## config.mk

```make
export PLATFORM = sky130hd
export DESIGN_NAME = c3vs_mac
export DESIGN_NICKNAME = d
export VERILOG_FILES = /design/src/rtl/c3vs_pkg.sv /design/src/rtl/c3vs_mac.sv
export SDC_FILE = /design/constraint.sdc
export NUM_CORES = 2
export LEC_CHECK = 0
export CAP_MARGIN = 10
export CORE_MARGIN = 2
export CORE_UTILIZATION = 35
export CTS_BUF_LIST = sky130_fd_sc_hd__clkbuf_4 sky130_fd_sc_hd__clkbuf_8
export DETAILED_ROUTE_END_ITERATION = 7
export DONT_BUFFER_PORTS = 1
export GPL_ROUTABILITY_DRIVEN = 0
export PLACE_DENSITY = 0.46
export SLEW_MARGIN = 25
export SYNTH_ARGS = -nofsm -noshare
export SYNTH_HDL_FRONTEND = slang
export SYNTH_SLANG_ARGS = --single-unit
export TNS_END_PERCENT = 20
```

## constraint.sdc

```tcl
create_clock -name clock -period 7.33 [get_ports clock]
set_clock_uncertainty 0.05 [all_clocks]
set_input_delay 0.3665 -clock clock [delete_from_list [all_inputs] [get_ports clock]]
set_output_delay 0.3665 -clock clock [all_outputs]
set_load 0.02 [all_outputs]
```

## src/rtl/c3vs_pkg.sv

```systemverilog
`timescale 1ns / 1ps

package c3vs_pkg;

   localparam int MAX_WIDTH_DEF  = 128;
   localparam int PIXEL_BITS_DEF = 16;
   localparam int COEF_BITS_DEF  = 8;

   localparam int IMG_W_BITS     = 8;
   localparam int IMG_H_BITS     = 10;
   localparam int OUT_VALUE_BITS = 27;
   localparam int OUT_ROW_BITS   = 10;
   localparam int OUT_COL_BITS   = 7;
   localparam int CSR_INDEX_BITS = 3;

   localparam logic [CSR_INDEX_BITS-1:0] REG_KERNEL_TOP    = 3'd0;
   localparam logic [CSR_INDEX_BITS-1:0] REG_KERNEL_MID    = 3'd1;
   localparam logic [CSR_INDEX_BITS-1:0] REG_KERNEL_BOTTOM = 3'd2;
   localparam logic [CSR_INDEX_BITS-1:0] REG_IMAGE_WIDTH   = 3'd3;
   localparam logic [CSR_INDEX_BITS-1:0] REG_IMAGE_HEIGHT  = 3'd4;

   localparam logic [IMG_W_BITS-1:0] WIDTH_RESET  = 8'd28;
   localparam logic [IMG_H_BITS-1:0] HEIGHT_RESET = 10'd28;

   typedef struct packed {
      logic [IMG_W_BITS-1:0] width;
      logic [IMG_H_BITS-1:0] height;
   } size_type;

   typedef struct packed {
      logic                    last;
      logic [OUT_ROW_BITS-1:0] row;
      logic [OUT_COL_BITS-1:0] col;
   } pos_type;

endpackage

```

## src/rtl/c3vs_mac.sv

```systemverilog
`timescale 1ns / 1ps

module c3vs_mac #(
   parameter int PIXEL_BITS = c3vs_pkg::PIXEL_BITS_DEF,
   parameter int COEF_BITS  = c3vs_pkg::COEF_BITS_DEF
) (
   input  logic                                        clock,
   input  logic                                        reset,
   input  logic                                        in_valid,
   output logic                                        in_ready,
   input  logic [PIXEL_BITS-1:0]                       in_window [9],
   input  c3vs_pkg::pos_type                           in_pos,
   input  logic [3*COEF_BITS-1:0]                      kernel [3],
   output logic                                        rsp_valid,
   input  logic                                        rsp_ready,
   output logic signed [c3vs_pkg::OUT_VALUE_BITS-1:0]  rsp_conv_value,
   output logic [c3vs_pkg::OUT_ROW_BITS-1:0]           rsp_out_row,
   output logic [c3vs_pkg::OUT_COL_BITS-1:0]           rsp_out_col,
   output logic                                        rsp_frame_last
);
   import c3vs_pkg::*;

   localparam int PW = PIXEL_BITS + COEF_BITS;
   localparam int SW = (PW + 4 > OUT_VALUE_BITS) ? PW + 4 : OUT_VALUE_BITS;

   logic signed [PW-1:0]         prod_in [9];
   logic signed [PW-1:0]         prod_ff [9];
   logic signed [SW-1:0]         sum;
   logic                         s3_vld_ff, rsp_vld_ff;
   logic                         s3_ready, rsp_free;
   pos_type                      s3_pos_ff, rsp_pos_ff;
   logic [OUT_VALUE_BITS-1:0]    conv_ff;

   always_comb begin
      for (int m = 0; m < 3; m++) begin
         for (int n = 0; n < 3; n++) begin
            prod_in[m*3+n] = PW'($signed(in_window[m*3+n]))
                           * PW'($signed(kernel[m][n*COEF_BITS +: COEF_BITS]));
         end
      end
   end

   always_comb begin
      sum = '0;
      for (int i = 0; i < 9; i++) begin
         sum = sum + SW'(prod_ff[i]);
      end
   end

   assign rsp_free = !rsp_vld_ff || rsp_ready;
   assign s3_ready = !s3_vld_ff || rsp_free;
   assign in_ready = s3_ready;

   always_ff @(posedge clock) begin
      if (reset) begin
         s3_vld_ff  <= 1'b0;
         rsp_vld_ff <= 1'b0;
      end else begin
         if (s3_ready) begin
            s3_vld_ff <= in_valid;
         end
         if (rsp_free) begin
            rsp_vld_ff <= s3_vld_ff;
         end
      end
   end

   always_ff @(posedge clock) begin
      if (s3_ready && in_valid) begin
         prod_ff   <= prod_in;
         s3_pos_ff <= in_pos;
      end
      if (rsp_free && s3_vld_ff) begin
         conv_ff    <= sum[OUT_VALUE_BITS-1:0];
         rsp_pos_ff <= s3_pos_ff;
      end
   end

   assign rsp_valid      = rsp_vld_ff;
   assign rsp_conv_value = conv_ff;
   assign rsp_out_row    = rsp_pos_ff.row;
   assign rsp_out_col    = rsp_pos_ff.col;
   assign rsp_frame_last = rsp_pos_ff.last;

endmodule

```

After elaboration in Yosys (flattened, before gate mapping)
Cells that the tools add are included.
Widths: inputs -> output; s select.
Word-level totals
  flip-flop bits (word level): 281
  input port bits: 238
  output and inout bits: 47
  word-level logic and storage cells: 41
Cells by class
  $add $sub $neg: 8
  $mul: 9
  reduce and logical (&&, ||, !) cells: 6
Operators with widths (count)
  $mul 16x8->24: 9
  $add 27x24->27: 5
  $add 26x24->27: 1
  $add 25x24->26: 1
  $add 24x24->25: 1
  $logic_and 1x1->1: 2
  $logic_not 1->1: 2
  $logic_or 1x1->1: 2

Logic depth before layout (Yosys ltp)
  word-level depth: 8
  depth in mapped cells: 19
  depth with buffers taken out: 18

Least setup slack after synthesis
OpenSTA, ideal clock, no wires.
  path kind: reg2reg
  start: register rsp_vld_ff, in the netlist rsp_valid
  end: register prod_ff[0] (netlist name), enable pin
  library setup time: 0.624 ns
  arrival: 6.097 ns
  data required time: 6.656 ns
  path slack: 0.559 ns
  stages on the path, launching flop included: 4
  path buffers: 0
  period minus slack after synthesis: 6.771 ns
  cell sequence: dfxtp_1 -> nor2b_1 -> nand2_1 -> and2_1
Between the ends
  longest elaborated chain between the ends: 4
RTL lines
  start, declared: line c3vs_mac.sv:29  | logic s3_vld_ff, rsp_vld_ff;
  start signal, assigned: line c3vs_mac.sv:63  | rsp_vld_ff <= s3_vld_ff;
  $logic_not 1->1: line c3vs_mac.sv:50  | assign rsp_free = !rsp_vld_ff || rsp_ready;
  $logic_or 1x1->1: line c3vs_mac.sv:50
  $logic_or 1x1->1: line c3vs_mac.sv:51  | assign s3_ready = !s3_vld_ff || rsp_free;
  via in_ready: line c3vs_mac.sv:10  | output logic in_ready,
  $logic_and 1x1->1: line c3vs_mac.sv:69  | if (s3_ready && in_valid) begin
  end signal, assigned: line c3vs_mac.sv:70  | prod_ff <= prod_in;
  end, declared: line c3vs_mac.sv:27  | logic signed [PW-1:0] prod_ff [9];
The timed path passes the listed nets, and every way through them passes these cells.
A chain may end at the register's enable or synchronous reset.

Worst setup path in the final report
  start: register prod_ff[2] (netlist name)
  end: register conv_ff[24], in the netlist rsp_conv_value[24] (data pin)
Between the ends
  longest elaborated chain between the ends: 1
RTL lines
  $add 27x24->27: line c3vs_mac.sv:46  | sum = sum + SW'(prod_ff[i]);
  via sum[24]: line c3vs_mac.sv:28  | logic signed [SW-1:0] sum;
  end signal, assigned: line c3vs_mac.sv:74  | conv_ff <= sum[OUT_VALUE_BITS-1:0];
  end, declared: line c3vs_mac.sv:32  | logic [OUT_VALUE_BITS-1:0] conv_ff;
The timed path passes the listed nets, and every way through them passes these cells.

==> impl_results.rst <==
.. list-table::
   :header-rows: 1

   * - Metric
     - Value
   * - Largest buffer count on any clock path
     - 3
   * - Clock transition at the registers of the reported paths
     - about 60 ps
   * - Count of clock tree sinks
     - 281
   * - Commonest cells in the netlist
     - sky130_fd_sc_hd__inv_1 (1419), sky130_fd_sc_hd__fa_1 (1097), sky130_fd_sc_hd__and2_1 (792)
   * - Capture instance of the worst register-to-register path
     - rsp_conv_value[24]
   * - Total number of yosys warnings
     - 0
   * - Max-capacitance violation count
     - 0
   * - Final Max Tran Viols
     - 0
   * - Count of mapped cells out of synthesis
     - between 5000 and 6000
   * - Crit. End Element
     - flop
   * - Starting density of the core
     - 0.352
   * - Cell types occupying the most area after synthesis
     - sky130_fd_sc_hd__fa_1 (40%), sky130_fd_sc_hd__edfxtp_1 (15%), sky130_fd_sc_hd__ha_1 (10%)
   * - Master of the slowest instance on the critical path
     - sky130_fd_sc_hd__fa_1
   * - FF+latch count, synth
     - 281
   * - Area growth from synthesis to final layout
     - 7.62%
   * - Number of CTS-inserted buffers
     - 56
   * - First-pass GRT wire length
     - 230000 um
   * - Outcome
     - finished, final reports clean
   * - Data arrival at the endpoint of the critical path
     - roughly 5700 ps
   * - Placeable core region
     - between 0.15 and 0.2 sq mm
   * - Cell with the most instances on the worst path
     - sky130_fd_sc_hd__fa_1
   * - Detail Placement HPWL
     - 120000 um
   * - GRT Overall Usage
     - 0.189
   * - Worst-Margin Slew
     - between 1000 and 1500 ps
   * - Ratio of cells with drive above 1 in the final layout
     - 0.0218
   * - Detailed-routing iteration count for the pre-antenna-repair pass
     - 7
   * - Via count
     - ~35000
   * - Count of flip-flops with a built-in enable after synthesis
     - about 280
   * - Distinct cell type count of the synthesized netlist
     - between 60 and 70
   * - Starting DRC count in detailed routing
     - between 1500 and 2000
   * - Post-route clock period utilization
     - 0.731
   * - Share of synthesized flip-flops with an asynchronous set or reset
     - 0
   * - Height of the chip
     - 398 um
   * - Portion of the post-synthesis area used by sequential elements
     - 0.155
   * - Min-Delay Startpoint
     - kernel[25]
   * - Cell type contributing the most total cell area after synthesis
     - sky130_fd_sc_hd__fa_1
   * - Clock root cell
     - sky130_fd_sc_hd__clkbuf_8
   * - Number of cells traversed by the worst register-to-register path
     - 18
   * - Buffers added on ports
     - 0
   * - Area share of the leading cell type in the synthesized netlist
     - 0.405
   * - Routed wire length
     - 144000 um
   * - Nature of the critical path startpoint
     - flop
   * - Synthesized Nets
     - just over 7000
   * - Setup Viol. Count Final
     - 0
   * - Post-detailed-route count of antenna-violating nets
     - 0
   * - Post-cts repair resize count
     - 0
   * - CTS tree
     - yes
   * - Area of the die
     - between 0.15 and 0.2 sq mm
   * - Netlist area before placement
     - ~0.054 sq mm
   * - Pin count of the biggest net entering global routing
     - roughly 120
   * - Detail-routed via count per cell
     - 4.65
   * - Count of H-tree levels built during CTS
     - 2
   * - Max FO, Critical Path
     - 4
   * - Longest individual stage delay on the worst path
     - roughly 560 ps
   * - Die span in x
     - around 400 um
   * - Dominant cell by count in the synthesized netlist
     - sky130_fd_sc_hd__inv_1
   * - Number of global-route vias before repair
     - 38627
   * - Bufs and invs on worst path
     - 4
   * - Total global routing overflow
     - 0
   * - Min cycle time layout
     - 5360 ps
   * - Total negative slack
     - 0 ps
   * - Final-report hold violation count
     - 0
   * - I/O pin cnt
     - 285
   * - Tightest Hold Check Type
     - input pin to flop
   * - WHS Path Cells
     - 2
   * - CP Cell Sequence
     - inv_1 -> fa_1 -> inv_1 -> fa_1 -> fa_1 -> inv_1 -> fa_1 -> inv_1 -> ha_1 -> fa_1 -> a21oi_1 -> o211ai_1 -> a22oi_1 -> a21oi_1 -> a221o_1 -> nor4_1 -> nor3_1 -> xor2_1
   * - Remaining max-slew budget at the tightest pin
     - 0.324
   * - Number of remaining DRC errors
     - 0
   * - Most used DFF post-synth
     - sky130_fd_sc_hd__edfxtp_1
   * - Wire per inst
     - 19.0 um
   * - Avg Synthesized Cell Area
     - roughly 10 sq um
   * - Crit Reg-Reg Startpoint
     - prod_ff[2]
   * - Clock Latency Late Sink
     - between 700 and 800 ps
   * - Setup slack of the worst register-to-register path
     - between 1500 and 2000 ps
   * - Net count, final
     - between 7000 and 8000
   * - Setup repair after global routing missed its margin
     - no
   * - Antenna violations before repair
     - 4
   * - Critical path class
     - flop to flop
   * - Largest delay share family, worst path
     - adder cells
   * - Worst EP required
     - a little under 8000 ps
   * - Terminating pin of the worst hold path
     - prod_ff[121]
   * - Row cnt
     - between 100 and 150
   * - Upper clock frequency limit
     - approximately 190 MHz
==> layer usage <==
layer	vias up	wire, um	GRT usage
li1	16493	-	-
met1	18169	64000	0.252
met2	508	72300	0.332
met3	74	5770	0.0264
met4	0	1750	0.0272
met5	-	0	0
==> what timing repair did <==
item / CTS / global route
hold endpoints to repair: 38 / 1
setup buffers: 0 / 0
hold buffers: 57 / 1
==> worst max-delay path by stage <==
| stage | end | startpoint | cells after the start |
|---|---|---|---|
| after floorplan | prod_ff[0] | rsp_valid | 3 |
| after global placement | prod_ff[68] | kernel[7] | 16 |
| after detailed placement | prod_ff[68] | kernel[7] | 16 |
| after CTS | rsp_conv_value[24] | prod_ff[2] | 18 |
| after global routing | rsp_conv_value[24] | prod_ff[2] | 18 |
| final | rsp_conv_value[24] | prod_ff[2] | 18 |
==> cell type report <==
type | count | area (sq um)
antenna | 1 | 2.50
clock buffer | 70 | 895
clock inverter | 36 | 328
fill | 15574 | 95700
inverter | 1419 | 5330
multi-input combinational | 3675 | 40200
sequential | 281 | 8420
tap | 2044 | 2560
timing repair buffer | 61 | 616
==> per-stage QoR <==
step                      hold WS [ps]  instance area, sq um  worst slack, ps  instances  utilization
after detailed placement           355                 56600             1930       7422        0.367
after floorplan                    350                 54300              559       5448            -
after global placement             351                 56600             2000       7422        0.367
final                             63.7                 58400             1970       7587        0.379
after CTS                         5.64                 58400             1950       7585        0.379
after global routing          -0.00444                 58400             1640       7587        0.379
==> state kept, by name, indices dropped and copies added, names as in the netlist <==
signal	count
rsp_conv_value	27
s3_vld_ff	1
prod_ff	216
rsp_out_col	7
rsp_frame_last	1
s3_pos_ff	18
rsp_valid	1
rsp_out_row	10
==> kinds of logic after synthesis <==
kind of cell | count (synthesis) | synth area share
muxes | 2 | 0.000392
buffers and inverters | 1492 | 0.103
DFF | 281 | 0.155
AOI/OAI and AO/OA | 409 | 0.0499
and+or+nand+nor | 1503 | 0.149
adders and majority gates | 1529 | 0.504
xor gates and xnor gates | 232 | 0.0375
==> worst reg2reg max path, delay by kind of cell, from the launching register on <==
kind            cells  cell delay, ps
compound gates      5            1340
xor+xnor            1             150
fa+ha+maj           6            2670
buf+inv             4             230
flops               1             330
simple gates        2             310
==> cell usage in the layout, fill, tap and decap left out, drive strengths merged, types with 12 or more instances in the layout <==
master / synthesis / final
fa: 1097 / 1097
nor2b: 31 / 31
xnor2: 183 / 183
a21boi: 14 / 14
o21a: 33 / 33
a31oi: 12 / 12
dlygate4sd3: 0 / 58
and3: 18 / 18
inv: 1419 / 1420
clkbuf: 65 / 70
nand2: 291 / 291
nand2b: 34 / 34
or3: 14 / 14
nor2: 207 / 207
o21bai: 13 / 13
nand3: 38 / 38
a21oi: 120 / 120
o21ai: 73 / 73
ha: 432 / 432
clkinv: 0 / 26
xor2: 49 / 49
and2: 792 / 792
a21o: 55 / 55
nor3: 40 / 40
a211oi: 12 / 12
edfxtp: 279 / 279
Power is left out: the tool's default activity adds up to more than one toggle a clock period on the data nets, which glitch-free logic cannot reach.
