==> config.mk <==
export PLATFORM = sky130hd
export DESIGN_NAME = c3vs_window
export DESIGN_NICKNAME = d
export VERILOG_FILES = /design/src/rtl/c3vs_pkg.sv /design/src/rtl/c3vs_window.sv
export SDC_FILE = /design/constraint.sdc
export NUM_CORES = 2
export LEC_CHECK = 0
export BUFFER_PORTS_ARGS = -buffer_cell sky130_fd_sc_hd__buf_2
export CELL_PAD_IN_SITES_DETAIL_PLACEMENT = 0
export CELL_PAD_IN_SITES_GLOBAL_PLACEMENT = 1
export CORE_MARGIN = 2
export CORE_UTILIZATION = 55
export DETAILED_ROUTE_END_ITERATION = 10
export PLACE_DENSITY = 0.78
export SLEW_MARGIN = 40
export SYNTH_ARGS = -nofsm -noshare
export SYNTH_HDL_FRONTEND = slang
export SYNTH_SLANG_ARGS = --single-unit
==> constraint.sdc <==
create_clock -name clock -period 20.6 [get_ports clock]
set_input_delay 3.09 -clock clock [delete_from_list [all_inputs] [get_ports clock]]
set_output_delay 3.09 -clock clock [all_outputs]
set_load 0.01 [all_outputs]
==> src/rtl/c3vs_pkg.sv <==
`timescale 1ns / 1ps

package c3vs_pkg;

   localparam int MAX_WIDTH_DEF  = 128;
   localparam int PIXEL_BITS_DEF = 16;
   localparam int COEF_BITS_DEF  = 8;

   localparam int IMG_W_BITS     = 8;
   localparam int IMG_H_BITS     = 10;
   localparam int OUT_VALUE_BITS = 27;
   localparam int OUT_ROW_BITS   = 10;
   localparam int OUT_COL_BITS   = 7;
   localparam int CSR_INDEX_BITS = 3;

   localparam logic [CSR_INDEX_BITS-1:0] REG_KERNEL_TOP    = 3'd0;
   localparam logic [CSR_INDEX_BITS-1:0] REG_KERNEL_MID    = 3'd1;
   localparam logic [CSR_INDEX_BITS-1:0] REG_KERNEL_BOTTOM = 3'd2;
   localparam logic [CSR_INDEX_BITS-1:0] REG_IMAGE_WIDTH   = 3'd3;
   localparam logic [CSR_INDEX_BITS-1:0] REG_IMAGE_HEIGHT  = 3'd4;

   localparam logic [IMG_W_BITS-1:0] WIDTH_RESET  = 8'd28;
   localparam logic [IMG_H_BITS-1:0] HEIGHT_RESET = 10'd28;

   typedef struct packed {
      logic [IMG_W_BITS-1:0] width;
      logic [IMG_H_BITS-1:0] height;
   } size_type;

   typedef struct packed {
      logic                    last;
      logic [OUT_ROW_BITS-1:0] row;
      logic [OUT_COL_BITS-1:0] col;
   } pos_type;

endpackage

==> src/rtl/c3vs_window.sv <==
`timescale 1ns / 1ps

module c3vs_window #(
   parameter int MAX_WIDTH  = c3vs_pkg::MAX_WIDTH_DEF,
   parameter int PIXEL_BITS = c3vs_pkg::PIXEL_BITS_DEF
) (
   input  logic                     clock,
   input  logic                     reset,
   input  c3vs_pkg::size_type       size,
   input  logic                     in_valid,
   output logic                     in_ready,
   input  logic [PIXEL_BITS-1:0]    in_pixel,
   output logic                     out_valid,
   input  logic                     out_ready,
   output logic [PIXEL_BITS-1:0]    out_window [9],
   output c3vs_pkg::pos_type        out_pos
);
   import c3vs_pkg::*;

   localparam int CW = $clog2(MAX_WIDTH);
   localparam int LW = ((CW > IMG_W_BITS) ? CW : IMG_W_BITS) + 1;

   logic [CW-1:0]          col_ff, col_in, w_last;
   logic [IMG_H_BITS-1:0]  row_ff, row_in, h_last;
   logic [LW-1:0]          w_x, w_last_x;
   logic [CW+OUT_COL_BITS-1:0] col_x;

   logic                   accept, s1_move, s2_ready;
   logic                   emit_in;
   pos_type                pos_in;

   logic                   s1_vld_ff, s1_emit_ff;
   logic [PIXEL_BITS-1:0]  s1_pix_ff;
   logic [CW-1:0]          s1_col_ff;
   pos_type                s1_pos_ff;
   logic [PIXEL_BITS-1:0]  above1_ff, above2_ff;

   logic                   s2_vld_ff;
   pos_type                s2_pos_ff;
   logic [PIXEL_BITS-1:0]  win_ff [9];

   logic [PIXEL_BITS-1:0]  store_a [MAX_WIDTH];
   logic [PIXEL_BITS-1:0]  store_b [MAX_WIDTH];

   always_comb begin
      w_x = LW'(size.width);
      if (w_x < LW'(3)) begin
         w_last_x = LW'(2);
      end else if (w_x > LW'(MAX_WIDTH)) begin
         w_last_x = LW'(MAX_WIDTH - 1);
      end else begin
         w_last_x = w_x - LW'(1);
      end
      w_last = w_last_x[CW-1:0];
      if (size.height < IMG_H_BITS'(3)) begin
         h_last = IMG_H_BITS'(2);
      end else begin
         h_last = size.height - IMG_H_BITS'(1);
      end
   end

   assign s2_ready = !s2_vld_ff || out_ready;
   assign s1_move  = s1_vld_ff && s2_ready;
   assign in_ready = !s1_vld_ff || s2_ready;
   assign accept   = in_valid && in_ready;

   always_comb begin
      col_x      = {{OUT_COL_BITS{1'b0}}, col_ff - CW'(2)};
      emit_in    = (row_ff >= IMG_H_BITS'(2)) && (col_ff >= CW'(2));
      pos_in.row = row_ff - IMG_H_BITS'(2);
      pos_in.col = col_x[OUT_COL_BITS-1:0];
      pos_in.last = (row_ff == h_last) && (col_ff == w_last);
      if (col_ff >= w_last) begin
         col_in = '0;
         row_in = (row_ff >= h_last) ? '0 : row_ff + IMG_H_BITS'(1);
      end else begin
         col_in = col_ff + CW'(1);
         row_in = row_ff;
      end
   end

   always_ff @(posedge clock) begin
      if (reset) begin
         col_ff    <= '0;
         row_ff    <= '0;
         s1_vld_ff <= 1'b0;
         s2_vld_ff <= 1'b0;
      end else begin
         if (accept) begin
            col_ff <= col_in;
            row_ff <= row_in;
         end
         if (accept) begin
            s1_vld_ff <= 1'b1;
         end else if (s1_move) begin
            s1_vld_ff <= 1'b0;
         end
         if (s1_move) begin
            s2_vld_ff <= s1_emit_ff;
         end else if (out_ready) begin
            s2_vld_ff <= 1'b0;
         end
      end
   end

   always_ff @(posedge clock) begin
      if (accept) begin
         s1_pix_ff  <= in_pixel;
         s1_col_ff  <= col_ff;
         s1_emit_ff <= emit_in;
         s1_pos_ff  <= pos_in;
      end
      if (s1_move) begin
         for (int m = 0; m < 3; m++) begin
            win_ff[m*3+0] <= win_ff[m*3+1];
            win_ff[m*3+1] <= win_ff[m*3+2];
         end
         win_ff[2] <= above2_ff;
         win_ff[5] <= above1_ff;
         win_ff[8] <= s1_pix_ff;
         s2_pos_ff <= s1_pos_ff;
      end
   end

   always_ff @(posedge clock) begin
      if (accept) begin
         above1_ff <= store_a[col_ff];
         above2_ff <= store_b[col_ff];
      end
      if (s1_move) begin
         store_a[s1_col_ff] <= s1_pix_ff;
         store_b[s1_col_ff] <= above1_ff;
      end
   end

   assign out_valid  = s2_vld_ff;
   assign out_window = win_ff;
   assign out_pos    = s2_pos_ff;

`ifndef ASSERT_OFF
   a_last_has_result: assert property (@(posedge clock) disable iff (reset)
      s1_vld_ff && s1_pos_ff.last |-> s1_emit_ff)
      else $error("frame end marked on a border position");

   a_stall_holds: assert property (@(posedge clock) disable iff (reset)
      s1_vld_ff && !s2_ready |=> s1_vld_ff && $stable(s1_pix_ff) && $stable(above1_ff))
      else $error("stalled item lost its line data");

   a_col_in_range: assert property (@(posedge clock) disable iff (reset)
      col_ff <= CW'(MAX_WIDTH - 1))
      else $error("column counter beyond line store");

   a_col_wrap: assert property (@(posedge clock) disable iff (reset)
      accept && col_ff >= w_last |=> col_ff == '0)
      else $error("column counter failed to wrap");
`endif

endmodule

# [Yosys cells after proc, flatten, opt, wreduce, memory -nomap -nowiden]
# Memory sizes are Yosys's and may differ from the RTL's. A register that Yosys moved wholly into a read port is not among the register bits.
# Cells that the tools add are included.
[totals] mem_count=2 output_inout_bits=164 wordCells=61 regBits=223 in_bits=38 ramBits=4096
[memory_table] memory="store_a" words=128 width=16 read_ports=1 rd_clocked_by_memory_dff=1 wr=1 line="c3vs_window.sv:42" rtl="logic [PIXEL_BITS-1:0] store_a [MAX_WIDTH];"
[memory_table] memory="store_b" words=128 width=16 read_ports=1 rd_clocked_by_memory_dff=1 wr=1 line="c3vs_window.sv:43" rtl="logic [PIXEL_BITS-1:0] store_b [MAX_WIDTH];"
[classes] muxes=11 n_lt_le_gt_ge=7 n_addsub=6 n_reduce_logical=11 n_eq_ne=2
[op_table] op="7-bit 2-to-1 mux" n=3
[op_table] op="10-bit 2-to-1 mux" n=2
[op_table] op="10-bit by 1-bit adder with 10-bit output, second input constant" n=1
[op_table] op="10-bit equality test" n=1
[op_table] op="10-bit >= comparator" n=1
[op_table] op="10-bit by 2-bit >= comparator with 1-bit output, second input constant" n=1
[op_table] op="10-bit by 2-bit less-than comparator with 1-bit output, second input constant" n=1
[op_table] op="10-bit by 1-bit subtractor with 10-bit output, second input constant" n=1
[op_table] op="10-bit by 2-bit subtractor with 10-bit output, second input constant" n=1
[op_table] op="8-bit > comparator, second input constant" n=1
[op_table] op="8-bit by 2-bit less-than comparator with 1-bit output, second input constant" n=1
[op_table] op="7-bit by 1-bit adder with 7-bit output, second input constant" n=1
[op_table] op="7-bit equality test" n=1
[op_table] op="7-bit by 2-bit >= comparator with 1-bit output, second input constant" n=1
[op_table] op="7-bit >= comparator" n=1
[op_table] op="7-bit by 1-bit subtractor with 7-bit output, second input constant" n=1
[op_table] op="7-bit by 2-bit subtractor with 7-bit output, second input constant" n=1
[op_table] op="1-bit 2-to-1 mux" n=6
[op_table] op="1-bit logical AND" n=4
[op_table] op="2-bit nonzero test" n=2
[op_table] op="1-bit logical NOT" n=2
[op_table] op="1-bit logical OR" n=2
[op_table] op="2-bit AND reduction" n=1

# [Depth between registers and ports, before layout]
[logic_depth] ltp_word=5 ltp_mapped=16 mapped_depth_nobuf=14

# [Worst setup path before layout]
# OpenSTA, ideal clock, no wires.
[synth_timing] kind="input to register" from="in out_ready" to="mem store_a[102][0] in the netlist's numbering, enable pin" path_stages=6 required_time_ns=20.179 setup_ns=0.421 n_path_buf=1 arrival_ns=9.221 setup_slack_ns=10.957 cell_sequence="nand2b_1 > and2_1 > nor2b_1 > nand3_1 > clkbuf_1 > nor2_1"
[synth_between] elab_chain_len=4
[synth_rtl] item="from (decl)" line="c3vs_window.sv:14" rtl="input logic out_ready,"
[synth_rtl] item="1-bit logical OR" line="c3vs_window.sv:62" rtl="assign s2_ready = !s2_vld_ff || out_ready;"
[synth_rtl] item="1-bit logical AND" line="c3vs_window.sv:63" rtl="assign s1_move = s1_vld_ff && s2_ready;"
[synth_rtl] item="named net s1_move" line="c3vs_window.sv:28" rtl="logic accept, s1_move, s2_ready;"
[synth_rtl] item="1-bit 2-to-1 mux" line="c3vs_window.sv:130" rtl="if (s1_move) begin"
[synth_rtl] item="1-bit 2-to-1 mux (implied by the code)" line="c3vs_window.sv:131" rtl="store_a[s1_col_ff] <= s1_pix_ff;"
[synth_rtl] item="to (decl)" line="c3vs_window.sv:42"
# The timed path passes the listed nets, and every way through them passes these cells.

# [Final worst setup path]
[layout_timing] from="in out_ready" to="out in_ready"
[layout_between] elab_chain_len=2
[layout_rtl] item="1-bit logical OR" line="c3vs_window.sv:62"
[layout_rtl] item="1-bit logical OR" line="c3vs_window.sv:64" rtl="assign in_ready = !s1_vld_ff || s2_ready;"
[layout_rtl] item="to (decl)" line="c3vs_window.sv:11" rtl="output logic in_ready,"
# Every way passes these cells.

==> impl_metrics.ini <==
[sta]
post-route-period-util_pct = 32.3
relSlewSlack_pct = 28.5
slew_violations = 0
holdWs_ns = 0.396
setup_tns_ns = 0
rsz0062_at_grt = no
skew_ns = 0.0631
setup_violations = 0
layout_min_cycle_time_ns = 6.66
worst_pin_slew_ns = 1.07
hold_viol = 0
fmax_mhz = 150

[clocking]
path_clk_slew_ns = 0.06
insertion_delay_ns = 0.99
clkSinkCount = 4350
root_buffer = clkbuf_16
post-cts-setup-buffers = 0
htree_levels = 5
cts-resized-gates = 0
cts_buffers = 421
hold_buffers = 0
cts_buffer_depth = 4
cts_tree = done

[global_route]
grt_usage_pct = 31.7
grt-ovfl-total = 0
grt_max_degree = 130
antenna_found_initial = 45
grt_pass1_wl_um = 670000
grt_pass1_vias = 82900

[synth]
yosysWarnings = 0
syn-instance-count = 7594
ys_seq_elements = 4350
yosysTopAreaCell = edfxtp_1
async_flop_share_pct = 0
synth_area_per_cell_um2 = 21.8
synth_top_area_share_pct = 78.4
post-synth-top-count-cell = edfxtp_1
yosysUniqueCellTypes = 69
synth_common_cells = 4331 x edfxtp_1, 835 x mux4_2, 608 x mux2i_1
synth_nets = 7662
yosys-top-cells-area = edfxtp_1 78%, mux4_2 11%, mux2i_1 3.7%
synth_seq_area_share_pct = 78.6
syn_area_um2 = 166000
ys.flop_type = edfxtp_1
synth_edf_count = 4331

[route]
first_pass_iters = 8
via_per_inst = 6.89
wl_per_cell_um = 38.7
vias = 86700
drtAntennaViolNets = 0
dr.first_iter.drc_count = 15900
drt_wl_total_um = 487000
drcViolationCount = 0

[power_and_ir_drop]
max-vdd-ir-drop_mv = 0.0802
total_power_mw = 18.4
p_leak_nw = 59.3
p_per_area_nw_per_um2 = 96.2

[floorplanning]
die_y_um = 553
rows = 201
io_pins = 202
dieArea_um2 = 306000
dieWidth_um = 553
core-area_um2 = 300000
start_util_pct = 55.3

[worst_hold_path]
hold_path_class = reg -> reg

[finish]
nets = 8323
drive_gt1_share_pct = 26.8
area_delta_synth_final_pct = 15.2
final.fill_count = 19300

[run_status]
outcome = finished clean

[worst_setup_path]
critPathCaptureType = output port
cp_data_arrival_time_ns = 3.57
cp_max_fo = 3
criticalPathCategory = in -> out
required_ns = 17.51
start_kind = input port

[place]
place_hpwl_um = 308000
gp_congestion = 0.951
io_buffers = 201

[flow_run]
cap_violations = 0
[cells in the final DEF (no fill, tap or decap), types with 12 or more instances in the layout]
| cell type | instances |
|---|---|
| edfxtp_1 | 4331 |
| mux4_2 | 835 |
| mux2i_1 | 599 |
| clkbuf_16 | 424 |
| buf_2 | 202 |
| nand2_1 | 195 |
| o22ai_1 | 189 |
| buf_4 | 153 |
| nor2_4 | 132 |
| buf_8 | 119 |
| a21oi_1 | 110 |
| clkinv_1 | 101 |
| buf_16 | 97 |
| clkinv_2 | 95 |
| nor2_1 | 84 |
| clkbuf_1 | 80 |
| a22oi_1 | 79 |
| nand3_1 | 67 |
| a211oi_1 | 58 |
| nor3_1 | 42 |
| o21ai_0 | 37 |
| bufinv_16 | 36 |
| buf_12 | 35 |
| a31oi_1 | 33 |
| ha_1 | 30 |
| buf_6 | 29 |
| xnor2_1 | 23 |
| a211o_1 | 21 |
| diode_2 | 19 |
| a221oi_1 | 19 |
| nor2b_1 | 18 |
| nand4_1 | 17 |
| inv_1 | 16 |
| mux2_2 | 14 |
| o221ai_1 | 12 |
| clkinvlp_4 | 12 |
| dfxtp_1 | 12 |
[critical path, stage by stage]
cell	delay, ns
buf_2	0.12
nand3b_1	0.20
buf_2	0.17
[power breakdown]
group	switching (mW)	internal (mW)	leakage, nW
Sequential	0.0271	9.80	39.1
Combinational	0.664	0.317	13.6
Clock	3.32	4.24	6.58
[worst paths after layout]
path            startpoint      endpoint  slack, ns  cells after the start
max reg2reg      col_ff[1]  above2_ff[3]      14.20                     10
min reg2reg  s1_pos_ff[10]   out_pos[10]       0.40                      0
min          s1_pos_ff[10]   out_pos[10]       0.40                      0
max              out_ready      in_ready      13.94                      3
[per-stage QoR]
stage	util, %	setup slack, ns	cell area, µm²	instances
2_1_floorplan	-	10.96	166000	7594
3_3_place_gp	57.4	13.71	172000	11500
3_5_place_dp	59.0	13.94	177000	11800
4_1_cts	63.5	13.94	190000	12500
5_1_grt	63.7	13.85	191000	12600
6_report	63.7	13.94	191000	12600
[layer usage]
| layer | wire length, µm | global-route usage [%] | vias to the layer above | part of all wire, % |
|---|---|---|---|---|
| met5 | 444 | 0 | - | 0.091 |
| met4 | 25700 | 14.3 | 22 | 5.3 |
| met3 | 70000 | 9.76 | 1106 | 14 |
| met2 | 219000 | 46.6 | 7025 | 45 |
| met1 | 172000 | 44.0 | 45200 | 35 |
| li1 | - | - | 33300 | - |
[cell type report]
| type | count | area, µm² | share of cell area (%) |
|---|---|---|---|
| Sequential cell | 4350 | 130000 | 68.3 |
| Multi-Input combinational cell | 2825 | 34400 | 18.0 |
| Clock buffer | 504 | 10900 | 5.71 |
| Timing Repair Buffer | 635 | 7640 | 4.00 |
| Tap cell | 3958 | 4950 | 2.59 |
| Clock inverter | 274 | 2530 | 1.32 |
| Inverter | 22 | 101 | 0.0530 |
| Antenna cell | 19 | 47.5 | 0.0249 |
[sequential cells by signal, indices dropped and copies added (netlist names), 10 cells and up]
name,count
store_b,2048
store_a,2048
out_window,144
above1_ff,16
s1_pix_ff,16
above2_ff,16
s1_pos_ff,17
out_pos,18
row_ff,10
[logic make-up (layout without fill, tap and decap cells)]
group / count (synthesis) / in the layout / synth area share, %
buffers and inverters: 419 / 1435 / 1.49
muxes: 1457 / 1457 / 15.1
DFF: 4350 / 4350 / 78.6
other: 0 / 19 / 0
xor gates and xnor gates: 33 / 33 / 0.174
and+or+nand+nor: 651 / 651 / 1.75
AOI/OAI and AO/OA: 654 / 654 / 2.66
adders and majority gates: 30 / 30 / 0.226
No activity file was read; power rests on OpenSTA's default activity.
