**config.mk**
```make
export PLATFORM = sky130hd
export DESIGN_NAME = c3vs_csr
export DESIGN_NICKNAME = d
export VERILOG_FILES = /design/src/rtl/c3vs_pkg.sv /design/src/rtl/c3vs_csr.sv
export SDC_FILE = /design/constraint.sdc
export NUM_CORES = 1
export LEC_CHECK = 0
export BUFFER_PORTS_ARGS = -buffer_cell sky130_fd_sc_hd__buf_2
export CAP_MARGIN = 20
export CORE_ASPECT_RATIO = 1.5
export CORE_UTILIZATION = 47
export CTS_BUF_LIST = sky130_fd_sc_hd__clkbuf_8
export CTS_CLUSTER_SIZE = 40
export DETAILED_ROUTE_END_ITERATION = 12
export PLACE_DENSITY = 0.88
export SLEW_MARGIN = 20
export SYNTH_ARGS = -nofsm -noshare
export SYNTH_HDL_FRONTEND = slang
export SYNTH_SLANG_ARGS = --single-unit
```
**constraint.sdc**
```tcl
create_clock -name clock -period 1.2 [get_ports clock]
set_clock_uncertainty 0.15 [all_clocks]
set_input_delay 0.12 -clock clock [delete_from_list [all_inputs] [get_ports clock]]
set_output_delay 0.12 -clock clock [all_outputs]
set_load 0.1 [all_outputs]
```
**src/rtl/c3vs_pkg.sv**
```systemverilog
`timescale 1ns / 1ps

package c3vs_pkg;

   localparam int MAX_WIDTH_DEF  = 128;
   localparam int PIXEL_BITS_DEF = 16;
   localparam int COEF_BITS_DEF  = 8;

   localparam int IMG_W_BITS     = 8;
   localparam int IMG_H_BITS     = 10;
   localparam int OUT_VALUE_BITS = 27;
   localparam int OUT_ROW_BITS   = 10;
   localparam int OUT_COL_BITS   = 7;
   localparam int CSR_INDEX_BITS = 3;

   localparam logic [CSR_INDEX_BITS-1:0] REG_KERNEL_TOP    = 3'd0;
   localparam logic [CSR_INDEX_BITS-1:0] REG_KERNEL_MID    = 3'd1;
   localparam logic [CSR_INDEX_BITS-1:0] REG_KERNEL_BOTTOM = 3'd2;
   localparam logic [CSR_INDEX_BITS-1:0] REG_IMAGE_WIDTH   = 3'd3;
   localparam logic [CSR_INDEX_BITS-1:0] REG_IMAGE_HEIGHT  = 3'd4;

   localparam logic [IMG_W_BITS-1:0] WIDTH_RESET  = 8'd28;
   localparam logic [IMG_H_BITS-1:0] HEIGHT_RESET = 10'd28;

   typedef struct packed {
      logic [IMG_W_BITS-1:0] width;
      logic [IMG_H_BITS-1:0] height;
   } size_type;

   typedef struct packed {
      logic                    last;
      logic [OUT_ROW_BITS-1:0] row;
      logic [OUT_COL_BITS-1:0] col;
   } pos_type;

endpackage

```
**src/rtl/c3vs_csr.sv**
```systemverilog
`timescale 1ns / 1ps

module c3vs_csr #(
   parameter int COEF_BITS = c3vs_pkg::COEF_BITS_DEF,
   parameter int DATA_BITS = 24
) (
   input  logic                                 clock,
   input  logic                                 reset,
   input  logic                                 csr_wr_en,
   input  logic [c3vs_pkg::CSR_INDEX_BITS-1:0]  csr_index,
   input  logic [DATA_BITS-1:0]                 csr_wdata,
   output logic [3*COEF_BITS-1:0]               kernel [3],
   output c3vs_pkg::size_type                   size
);
   import c3vs_pkg::*;

   logic [3*COEF_BITS-1:0] kernel_ff [3];
   size_type               size_ff;

   always_ff @(posedge clock) begin
      if (reset) begin
         kernel_ff[0]   <= '0;
         kernel_ff[1]   <= '0;
         kernel_ff[2]   <= '0;
         size_ff.width  <= WIDTH_RESET;
         size_ff.height <= HEIGHT_RESET;
      end else if (csr_wr_en) begin
         case (csr_index)
            REG_KERNEL_TOP:    kernel_ff[0]   <= csr_wdata[3*COEF_BITS-1:0];
            REG_KERNEL_MID:    kernel_ff[1]   <= csr_wdata[3*COEF_BITS-1:0];
            REG_KERNEL_BOTTOM: kernel_ff[2]   <= csr_wdata[3*COEF_BITS-1:0];
            REG_IMAGE_WIDTH:   size_ff.width  <= csr_wdata[IMG_W_BITS-1:0];
            REG_IMAGE_HEIGHT:  size_ff.height <= csr_wdata[IMG_H_BITS-1:0];
            default: ;
         endcase
      end
   end

   assign kernel = kernel_ff;
   assign size   = size_ff;

endmodule

```
== After elaboration in Yosys (flattened, before gate mapping) ==
Index checks and enable logic that the tools add are counted.
Word-level totals
  flip-flop bits (word level): 90
  input bits: 30
  output and inout port bits: 90
  word-level logic and storage cells: 15
Operators by class
  equality and inequality tests: 4
  reductions and logical operators: 6
Operator list (number)
  AND reduction 2 bit: 5
  == test 3 x 2 -> 1 bit (second input constant): 2
  == test 3 x 1 -> 1 bit (second input constant): 1
  == test 3 bit (second input constant): 1
  zero test 3 bit: 1

== Longest topological paths before layout ==
Gate-level depths: netlist (run 1).
  word-level depth: 2
  gate-level depth with buffers: 5

== Worst setup path after synthesis (run 1) ==
No wires, ideal clock.
  kind: flip-flop to flip-flop
  start: register size[12] (netlist name)
  end: register size_ff, in the netlist size[12]
  arrival time: 1.166 ns
  slack: -0.188 ns
  stages on the path, launching flop included: 3
  buffers on the path: 0
  path through: dfxtp_1 -> nor2_1 -> mux2i_1
RTL lines
  end: declaration: RTL line c3vs_csr.sv:18  | size_type size_ff;

== Worst setup path in the final report (run 1) ==
  start: register kernel_ff, in the netlist kernel[22]
  end: output port kernel[22] (netlist bit)
RTL lines
  start: declaration: RTL line c3vs_csr.sv:17  | logic [3*COEF_BITS-1:0] kernel_ff [3];
  end: declaration: RTL line c3vs_csr.sv:12  | output logic [3*COEF_BITS-1:0] kernel [3],
No word-level cell between the ends.

==> results.md, run 1 <==
Worst setup path:
- Walking the worst path, the cells encountered are buf_12.
- The worst setup path is launched from a flop.
- The category of the worst setup path capture point is a primary output.
- The number of buffers and inverters on the critical path is 1.
- The cell depth of the worst flop-to-flop path is 3.
- The startpoint identified for the worst register-to-register timing path is kernel[46]$_SDFFE_PP0P_.
- The critical path class is flop to primary output.
- For flop-to-flop paths, the worst setup slack is 130 ps.
- For the worst setup path, the data required time is 930 ps.
- The largest driver fanout on the critical path is 2.
- The critical path data arrival time is 960 ps.
- The standard cell with the maximum stage delay on the critical path is sky130_fd_sc_hd__dfxtp_2.
- The family with the most delay on the worst path is flip-flops.
- The largest stage delay on the critical path is 390 ps.
- The end of the worst register-to-register path is kernel[46]$_SDFFE_PP0P_.

Yosys:
- The average cell area after synthesis is 11.07 µm².
- The mux cell area share after synthesis is 0.2489.
- Counting flops and latches in the post-synthesis netlist gives 90.
- The total of warnings raised by yosys is 0.
- The total nets after synthesis is 357.
- The main combinational cell family by area after synthesis is multiplexers.
- Of all cell types, the one taking the most synthesized area is sky130_fd_sc_hd__dfxtp_1.
- The area share of fa/ha/maj cells after synthesis is 0.
- The share of the synthesized area in compound gates (AO/OA/AOI/OAI) is 0.
- The area share of xor/xnor cells in the synthesized design is 0.
- The share of synthesized area occupied by flip-flops and latches is 0.4978.
- The cell area that synthesis handed to floorplanning was 0.003620 mm².
- By area the synthesized netlist is led by sky130_fd_sc_hd__dfxtp_1 50%, sky130_fd_sc_hd__mux2i_1 25%, sky130_fd_sc_hd__nand2b_1 19%.
- The post-synthesis share of cell area spent on and, or, nand and nor gates is 0.2198.
- Of the post-synthesis cell area, the dominant cell type holds 0.4978.
- The cell count after synthesis came out at 327.
- The distinct cell type count of the synthesized netlist is 13.

Die:
- Measured along the x axis, the die boundary spans 73.66 µm.
- The initial utilization of the core area, before any placement, comes to 0.4944.
- The floorplan step set the die height to 109.5 µm.
- The floorplan die area is 0.008064 mm².
- The initialized floorplan defines 38 standard-cell rows.
- The core region is 0.007322 mm².
- In this run the count of I/O pins placed on the die edge is 120.

Timing:
- The fmax is 0.8123 GHz.
- Headroom to the max-slew limit came out at 0.7474.
- The fraction of the cycle the final worst path needs is 1.026.
- The pin slew with the least headroom to its limit is 377.3 ps.
- The number of hold-slack violations in the final timing report is 1.
- The shortest clock period the worst path allows after layout is 1231 ps.
- The tightest hold path in the finished design has a slack of -6.386 ps.
- The worst setup margin is -31.14 ps.
- The final-report setup violation count is 32.
- The count of final max-slew check failures is 0.
- Setup repair after global routing could not meet its margin everywhere.

Finish:
- After filler insertion, the fill cell instance count of the layout stands at 249.
- After the last flow step, the layout net total stands at 533.
- The area growth from synthesis to layout is 83.13%.
- In the final layout, the share of cells above drive strength 1 is 0.5433.

Clocking:
- The total clock buffers created by CTS is 9.
- The library cell used as clock root buffer is sky130_fd_sc_hd__clkbuf_8.
- The maximum clock path buffer count is 2.
- The depth of the CTS H-tree is 3.
- TritonCTS built the clock tree.
- The CTS sink count is 90.
- Clock latency on the worst-skew pair, taken at its later pin, is 380 ps.
- The clock transition at the registers of the reported paths is 110 ps.

Route:
- The mean routed wirelength per cell is 24.01 µm.
- The overall routed net length is 14.62 mm.
- In this run, the number of DRC markers left after iteration 0 of detailed routing was 247.
- The first detailed-routing pass took 4 iterations.
- The via count is 3310.
- In the routed design, unresolved DRC markers number 0.
- The remaining antenna violation count after routing is 0.
- Using the TritonRoute via totals, the vias-per-cell ratio works out to 5.435.

GRT:
- The initial antenna violation count is 1.
- The via count of the first global-routing pass is 3424.
- The total overflow reported by the global router is 0.
- For this run, the total global-route usage over all layers was measured as 0.3267.
- Entering global routing, the biggest net connects 56 pins.
- The first global-routing pass estimated 18.88 mm of wire.

Placed design:
- The number of buffers inserted by port buffering is 119.
- Routability-driven placement finished with a final weighted congestion of 0.7736.
- The worst setup slack after placement is -222.6 ps.
- The HPWL reported at the end of detailed placement is 7.605 mm.

Run status:
- The final reports fail on hold timing, setup timing.
- The run finished, with violations left.

Pwr:
- The maximum vdd ir drop is 1157 µV.
- In this run the static leakage power is 3.009 nW.
- Power spread over the standard cell area amounts to 1028 mW/mm².

Flow run:
- Max-cap violations in this run came to 0.

Hold path:
- The terminating pin of the worst hold path is kernel[30]$_SDFFE_PP0P_.
- The type of the most critical hold path is primary input to flop.
- The startpoint of the tightest hold check path is csr_wdata[6].
- The worst hold path was traced through 3 stages.
cells in the mapped netlist, drive strengths merged:
cell type and n:
nand2b 108, dfxtp 90, mux2i 90, buf 12, clkbuf 11, nor2 9, nand4bb 3, nand4b 1
nor4b 1, nor4bb 1, or4b 1
worst max-delay path by stage:
stage                                 start                       to  slack [ps]  depth (start not counted)
global placement               csr_index[0]  kernel[61]$_SDFFE_PP0P_        -140                          4
CTS                 kernel[20]$_SDFFE_PP0P_               kernel[20]          -8                          1
floorplan                      csr_index[0]  kernel[61]$_SDFFE_PP0P_           9                          3
finish              kernel[22]$_SDFFE_PP0P_               kernel[22]         -30                          1
global route        kernel[70]$_SDFFE_PP0P_               kernel[70]         -50                          1
detailed placement             csr_index[0]  kernel[66]$_SDFFE_PP0P_        -220                          4
registers in the layout, summed over array words and instances (netlist names):
| register | flops |
|---|---|
| kernel | 72 |
| size | 18 |
routing by layer:
layer	vias to the layer above	track usage	wire length [µm]
li1	1437	-	-
met2	188	0.5813	7848
met3	71	0.08433	907
met1	1614	0.3378	4888
met5	-	0	0
met4	0	0.1951	978
cell families after synthesis:
| kind of cell | after synthesis |
|---|---|
| DFF | 90 |
| and+or+nand+nor | 124 |
| buffers and inverters | 23 |
| muxes | 90 |
power breakdown:
group	switching, mW	total, mW	leakage (nW)	internal [mW]
combinational	0.779	1.31	2.12	0.531
sequential	0.0828	3.11	0.773	3.02
clock	1.16	2.40	0.117	1.24
cell type report:
class / instances / area, µm² / area share
Clock inverter: 6 / 87.58 / 0.01321
Tap cell: 100 / 125.1 / 0.01888
Multi-Input combinational cell: 214 / 1717 / 0.2590
Timing Repair Buffer: 188 / 2592 / 0.3911
Clock buffer: 10 / 137.6 / 0.02076
Sequential cell: 90 / 1967 / 0.2967
Antenna cell: 1 / 2.502 / 0.0003775
stage by stage:
step | util | cells | setup TNS, ps | total power, mW | cell area (µm²)
global route | 0.9053 | 609 | -1270 | 6.972 | 6629
global placement | 0.8096 | 543 | -6219 | 4.350 | 5928
finish | 0.9053 | 609 | -383.6 | 6.817 | 6629
detailed placement | 0.8096 | 543 | -10370 | 4.389 | 5928
CTS | 0.8732 | 583 | -17.68 | 6.729 | 6394
floorplan | - | 327 | 0 | 3.899 | 3732
placed cells by master (no fill, tap or decap), drive strengths merged:
cell type | Yosys | layout
nand4bb | 3 | 3
nor4b | 1 | 1
nor2 | 9 | 9
buf | 12 | 167
dlygate4sd3 | 0 | 21
clkinv | 0 | 2
clkbuf | 11 | 10
or4b | 1 | 1
bufinv | 0 | 2
dfxtp | 90 | 90
diode | 0 | 1
mux2i | 90 | 90
inv | 0 | 2
nor4bb | 1 | 1
nand4b | 1 | 1
nand2b | 108 | 108
what timing repair did:
action | CTS | global route
hold buffers | 21 | 0
setup endpoints to repair | 11 | 72
pin swaps | 0 | 0
resized for setup | 3 | 18
setup buffers | 3 | 25
endpoints found under the hold margin | 65 | 0
Note: power is estimated with default switching activity, not from simulation.
==> run 2: changes to the inputs <==
- CORE_UTILIZATION: 47 -> 35
- PLACE_DENSITY: 0.88 -> 0.71
==> run 2 against run 1 <==
The run now ends clean. First-iteration DRC count fell by 66%. Non-clock buffer count fell by 6. Cell area fell by 0.85%. Utilization fell by 25 points. Register-to-register slack improved by 180 ps. Count of clock-buffer cells in the layout did not move. Wire length fell by 36%. Via count fell by 13%. Die area rose by 33%. Highest routed layer unchanged.
==> results.md, run 2 (synthesis results as in run 1) <==
Hold path:
- The startpoint of the tightest hold check path is csr_wdata[6].
- The worst hold path belongs to the class primary input to flop.
- The worst hold path passes through 3 cells.
- The terminating pin of the worst hold path is size[6]$_SDFFE_PP0P_.

Worst setup path:
- In this run the number of cells on the critical path is 1.
- The standard cell with the maximum stage delay on the critical path is sky130_fd_sc_hd__dfxtp_2.
- For the worst setup path, the data arrival time is 910 ps.
- The end of the worst register-to-register path is kernel[35]$_SDFFE_PP0P_.
- In this run the worst path has a maximum fanout of 2.
- The critical path is of the flop to primary output type.
- The signal on the critical path passes through buf_12.
- The worst register-to-register path has a depth of 3.
- Grouping stages by cell kind, the critical path spends the most delay in flip-flops.
- On the worst path, the slowest cell contributes a delay of 370 ps.
- The buffers plus inverters on the worst setup path is 1.
- The worst register-to-register path begins at kernel[35]$_SDFFE_PP0P_.
- The setup slack of the worst register-to-register path is 310 ps.
- The worst setup path is launched from a flop.
- The category of the worst setup path capture point is a primary output.
- The data required time of the critical path is 930 ps.

Die:
- Measured along the y axis, the die boundary spans 126.6 µm.
- The die covers 0.01076 mm².
- The die is 85.04 µm wide.
- For this design the top-level I/O count stands at 120.
- The effective utilization at floorplan is 0.3592.
- The number of cell rows is 45.
- The standard cell core area is 0.01008 mm².

Placed design:
- The number of buffers inserted by port buffering is 119.
- The global placer's final weighted congestion is 0.7016.
- The placed standard-cell area is 0.005929 mm².
- The HPWL reported at the end of detailed placement is 6.556 mm.

Clocking:
- The clock insertion delay at the later pin of the skew report is 350 ps.
- The clock passes through at most 2 buffers.
- TritonCTS built the clock tree.
- The library cell used as clock root buffer is sky130_fd_sc_hd__clkbuf_8.
- The tree built by TritonCTS fans out to 90 sinks.
- After clock tree synthesis, the clock-pin slew on the worst setup and hold paths is 90 ps.
- The depth of the CTS H-tree is 3.
- In this run, CTS created clock tree buffers numbering 9.

Pwr:
- The clock share of power is 0.346.
- In this run the static leakage power is 2.962 nW.
- For this design the ratio of total power to cell area is 1013 mW/mm².
- The post-route total power is 6.659 mW.
- The portion of total power attributed to sequential cells is 0.468.
- Of the total power, combinational logic draws 0.187.
- Summed over all nets, the switching power comes to 1.858 mW.
- The fraction of power spent switching nets is 0.2790.
- VDD sags by at most 614.3 µV.
- The internal power is 4.801 mW.

Route:
- After detailed routing, the total wire length is 9.388 mm.
- The number of detailed-routing iterations run before antenna repair is 4.
- The detailed router placed 2876 vias in this run.
- The remaining antenna violation count after routing is 0.
- In the final routed layout, each cell accounts on average for 15.17 µm.
- The DRC violations left is 0.
- In this run, the number of DRC markers left after iteration 0 of detailed routing was 83.
- Dividing the detail-routed via count by the number of cells gives 4.646.

GRT:
- The pin count of the biggest net entering global routing is 74.
- The total overflow reported by the global router is 0.
- The via count of the first global-routing pass is 2959.
- The aggregate global-route resource usage is 0.1757.
- The initial antenna violation count is 0.
- The first-pass GRT wire length is 14.70 mm.

Finish:
- The final core utilization is 0.6521.
- In the layout the commonest cells are 108 x sky130_fd_sc_hd__nand2b_1, 95 x sky130_fd_sc_hd__buf_12, 90 x sky130_fd_sc_hd__mux2i_1.
- The layout overhead on the synthesized area is 81.58%.
- The layout cell share with drive strength beyond 1 is 0.5339.
- The net count reported at finish is 527.
- After routing the design area is 0.006573 mm².
- The leading cell type in the layout, fill and taps excluded is sky130_fd_sc_hd__nand2b_1.
- The register with the most flip-flops in the layout has 72 of them.
- The antenna diode count is 0.

Timing:
- The pin slew with the least headroom to its limit is 294.8 ps.
- Of the available clock period, the critical path in the final layout requires 0.9810.
- Derived from the worst setup path, the maximum achievable clock frequency is 0.8494 GHz.
- The final-report setup violation count is 0.
- For the final routed database, the setup TNS stands at 0 ps.
- The count of final max-slew check failures was 0.
- The number of hold-slack violations in the final timing report is 0.
- The worst hold slack is 35.92 ps.
- The worst slew slack as a fraction of its limit is 0.8027.
- The shortest clock period the worst path allows after layout is 1177 ps.
- Setup repair after global routing could not meet its margin everywhere.

Run status:
- The run finished with clean final reports.

Flow run:
- Across the run, the number of max-cap violations was 0.
## run 2: cell types whose count changed in the layout (fill, tap and decap cells not counted)
cell                            delta
sky130_fd_sc_hd__dfxtp_4          -10
sky130_fd_sc_hd__dlygate4sd3_1     +2
sky130_fd_sc_hd__clkinvlp_4        +1
sky130_fd_sc_hd__inv_6             -2
sky130_fd_sc_hd__buf_12            -1
sky130_fd_sc_hd__buf_4             -7
sky130_fd_sc_hd__clkinv_4          +2
sky130_fd_sc_hd__diode_2           -1
sky130_fd_sc_hd__dfxtp_2          +10
sky130_fd_sc_hd__clkinv_2          -1
## run 2: layout make-up
type / count / area (µm²)
Fill cell: 704 / 3506
Clock inverter: 6 / 90.09
Tap cell: 117 / 146.4
Sequential cell: 90 / 1942
Timing Repair Buffer: 182 / 2540
Multi-Input combinational cell: 214 / 1717
Clock buffer: 10 / 137.6
## run 2: how the worst max path moves through the flow
| stage | slack [ps] | endpoint | from |
|---|---|---|---|
| global placement | -130 | kernel[62]$_SDFFE_PP0P_ | csr_index[0] |
| global route | -30 | kernel[52] | kernel[52]$_SDFFE_PP0P_ |
| floorplan | 9 | kernel[61]$_SDFFE_PP0P_ | csr_index[0] |
| finish | 20 | kernel[59] | kernel[59]$_SDFFE_PP0P_ |
| CTS | -20 | kernel[0] | kernel[0]$_SDFFE_PP0P_ |
| detailed placement | -190 | kernel[16]$_SDFFE_PP0P_ | csr_index[1] |
## run 2: power by group through the flow
stage	Combinational (mW)	Sequential, mW	Clock (mW)
floorplan	0.254	3.64	0
global placement	1.15	3.20	0
detailed placement	1.17	3.21	0
CTS	1.23	3.13	2.39
global route	1.29	3.12	2.52
finish	1.24	3.12	2.30
## run 2: per-layer routing
layer / GRT usage / share of wire / vias to the layer above
met1: 0.1918 / 0.40 / 1364
met2: 0.3155 / 0.54 / 87
met5: 0 / 0 / -
met3: 0.03904 / 0.044 / 11
li1: - / - / 1414
met4: 0.08873 / 0.019 / 0
## run 2: stage by stage
step / setup slack, ps / instances
after floorplan: 9.119 / 327
after global placement: -134.3 / 559
after detailed placement: -194.0 / 559
after CTS: -15.01 / 601
after global routing: -27.59 / 619
final: 22.76 / 619
## run 2: repair_timing
item	4_1_cts	5_1_grt
resized for setup	2	9
hold endpoints to repair	79	0
buffers inserted	3	18
hold buffers	23	0
setup endpoints to repair	38	68
==> run 3: changes to the inputs <==
- PLACE_DENSITY: 0.71 -> 0.69
- clock period: 1.2 -> 1.1 ns (I/O delays scaled with it)
==> run 3 against run 2 <==
The flow now finishes with violations (setup timing). Combinational power increased by 10%. Hold slack got worse by 23 ps. Count of clock-buffer cells in the layout increased by 2. Via count increased by 1.6%. Wire length increased by 0.30%. Utilization increased by 0.22 points. Largest power group unchanged.
==> results.md, run 3 (synthesis results as in run 1) <==
Run status:
- The flow ran to the end, but the final reports show violations.
- The final reports fail on setup timing.

Pwr:
- Across the VDD grid, the largest voltage drop is 785.9 µV.
- The leakage power is 2.994 nW.
- The power per cell area is 1079 mW/mm².

Finish:
- The register with the most flip-flops in the layout has 72 of them.
- The leading cell type in the layout, fill and taps excluded is sky130_fd_sc_hd__nand2b_1.
- The number of fillers in the final layout is 741.
- The area growth from synthesis to layout is 82.20%.
- Excluding fillers, the count of instances in the completed layout stands at 622.
- The combined area of the multi-input logic cells is 0.001720 mm².
- The top cell types in the final layout, fill and taps aside, are 108 x sky130_fd_sc_hd__nand2b_1, 97 x sky130_fd_sc_hd__buf_12, 90 x sky130_fd_sc_hd__mux2i_1.
- The final core utilization is 0.6544.
- The number of antenna diodes in the final layout is 0.
- The final non-filler cell area is 0.006595 mm².
- Of the cells placed in the final design, the portion with a size suffix greater than 1 is 0.5426.
- The total area of sequential cells is 0.001932 mm².
- In the final design database the tool counted 530 nets.

Die:
- The number of cell rows is 45.
- The standard cell core area is 0.01008 mm².
- The die is 126.6 µm tall.
- The floorplan die area is 0.01076 mm².
- The top-level I/O count is 120.
- The effective utilization at floorplan is 0.3592.
- The width of the chip is 85.04 µm.

Timing:
- The count of final max-slew check failures is 0.
- The pin slew with the least headroom to its limit is 276.2 ps.
- The shortest clock period the worst path allows after layout is 1162 ps.
- The fraction of the cycle the final worst path needs is 1.056.
- The worst slew slack as a fraction of its limit is 0.8156.
- Across all hold checks on the routed design, the worst slack comes to 12.56 ps.
- The number of hold-slack violations in the final timing report is 0.
- The fmax is 0.8609 GHz.
- The final-report setup violation count is 90.
- The worst setup margin is -61.54 ps.
- Setup repair after global routing could not meet its margin everywhere.

Worst setup path:
- The largest driver fanout on the critical path is 2.
- In this design, the stage delay of the slowest critical-path cell is 380 ps.
- The element type at the critical path start is a flop.
- The endpoint identified for the worst register-to-register timing path is size[16]$_SDFFE_PP0P_.
- The buffers plus inverters on the worst setup path is 1.
- The critical path goes through buf_12.
- The category of the worst setup path capture point is a primary output.
- The critical path starts at kernel[24]$_SDFFE_PP0P_.
- The setup slack of the worst register-to-register path is 120 ps.
- For the worst flop-to-flop path, the logic depth is 4.
- The logic depth of the worst setup path including buffers is 1.
- The standard cell with the maximum stage delay on the critical path is sky130_fd_sc_hd__dfxtp_4.
- At the worst endpoint, the required time is 840 ps.
- The worst flop-to-flop path startpoint is size[16]$_SDFFE_PP0P_.
- STA puts the critical path data arrival time at 900 ps.
- The critical path class is flop to primary output.
- The capture point of the worst path is kernel[24].
- The family with the most delay on the worst path is flip-flops.

Route:
- The via count is 2921.
- The pre-antenna-repair detailed-routing pass consisted of 4 iterations.
- The detailed router's first-iteration violation count is 87.
- The count of nets left with antenna violations once routing finished came out at 0.
- The DRC violations left is 0.
- The mean routed wirelength per cell is 15.14 µm.
- The via-per-instance ratio is 4.696.
- The overall routed net length is 9.416 mm.

GRT:
- For this run, the total global-route usage over all layers was measured as 0.1785.
- The first-pass GRT wire length is 14.72 mm.
- The initial antenna violation count came to 0.
- The pin count of the biggest net entering global routing is 57.
- After global routing the overflow that remains totals 0.
- The via count of the first global-routing pass is 3025.

Clocking:
- Clock latency on the worst-skew pair, taken at its later pin, is 350 ps.
- Clock-pin slew was measured on the worst setup and hold paths at 80 ps.
- The CTS sink count is 90.
- No sink is reached through more buffers than the 2 on the longest clock path.
- The depth of the CTS H-tree is 3.
- The tree is rooted in a sky130_fd_sc_hd__clkbuf_8.
- TritonCTS built the clock tree.
- The total clock buffers created by CTS is 9.

Placed design:
- The HPWL reported at the end of detailed placement is 6.749 mm.
- Input and output buffers added on the ports amount to 119.
- In this run the cell area measured after placement is 0.005966 mm².
- The global placer's final weighted congestion is 0.7284.
- In this run, placement finished with an instance count of 560.

Hold path:
- The worst hold path begins at csr_wdata[5].
- The type of the most critical hold path is primary input to flop.

Flow run:
- Max-cap violations in this run came to 0.
==> run 3: cell count changes in the layout (fill, tap and decap cells not counted) <==
cell / previous run / this run
sky130_fd_sc_hd__dfxtp_2: 79 / 83
sky130_fd_sc_hd__dfxtp_4: 11 / 7
sky130_fd_sc_hd__buf_4: 35 / 38
sky130_fd_sc_hd__buf_12: 95 / 97
sky130_fd_sc_hd__clkbuf_8: 10 / 12
sky130_fd_sc_hd__dlygate4sd3_1: 23 / 21
sky130_fd_sc_hd__bufinv_16: 2 / 1
sky130_fd_sc_hd__clkinv_2: 1 / 2
sky130_fd_sc_hd__clkinv_4: 2 / 1
sky130_fd_sc_hd__clkinvlp_4: 1 / 0
sky130_fd_sc_hd__or4b_1: 1 / 0
sky130_fd_sc_hd__or4b_4: 0 / 1
==> run 3: where the power goes <==
part           internal (mW)  total, mW  switching (mW)
registers               3.33       3.41          0.0786
clock network           1.23       2.34            1.11
logic                  0.584       1.37           0.787
==> run 3: repair_timing <==
action,4_1_cts,5_1_grt
gates resized for setup,2,5
buffers inserted,15,10
setup endpoints to repair,90,90
hold buffers,21,0
endpoints found under the hold margin,73,0
==> run 3: cell type report <==
class | instances | share of cell area
tap | 117 | 0.02220
clock inverter | 4 | 0.007399
timing repair buffer | 185 | 0.3916
clock buffer | 12 | 0.02504
sequential | 90 | 0.2929
multi-input combinational | 214 | 0.2609
==> run 3: worst min path at each step <==
stage               slack [ps]  cells past startpoint                       to
floorplan                  130                      2    size[12]$_SDFFE_PP1P_
global placement           240                      3     size[4]$_SDFFE_PP1P_
detailed placement         270                      3     size[4]$_SDFFE_PP1P_
CTS                          4                      3  kernel[63]$_SDFFE_PP0P_
global route                20                      3  kernel[63]$_SDFFE_PP0P_
finish                      10                      3  kernel[29]$_SDFFE_PP0P_
==> run 3: routing by layer <==
metal | vias to the layer above | track usage | routed length (µm)
li1 | 1426 | - | -
met2 | 77 | 0.3397 | 5272
met1 | 1404 | 0.1794 | 3503
met5 | - | 0 | 0
met3 | 14 | 0.03709 | 384
met4 | 0 | 0.09172 | 255
==> run 3: per-stage QoR <==
| step | setup WS (ps) | TNS (ps) | power (mW) |
|---|---|---|---|
| after floorplan | -64.89 | -1179 | 4.255 |
| after global placement | -225.0 | -12400 | 4.767 |
| after detailed placement | -269.6 | -15810 | 4.787 |
| after CTS | -87.54 | -6523 | 7.186 |
| after global routing | -106.1 | -7824 | 7.389 |
| final | -61.54 | -4474 | 7.117 |
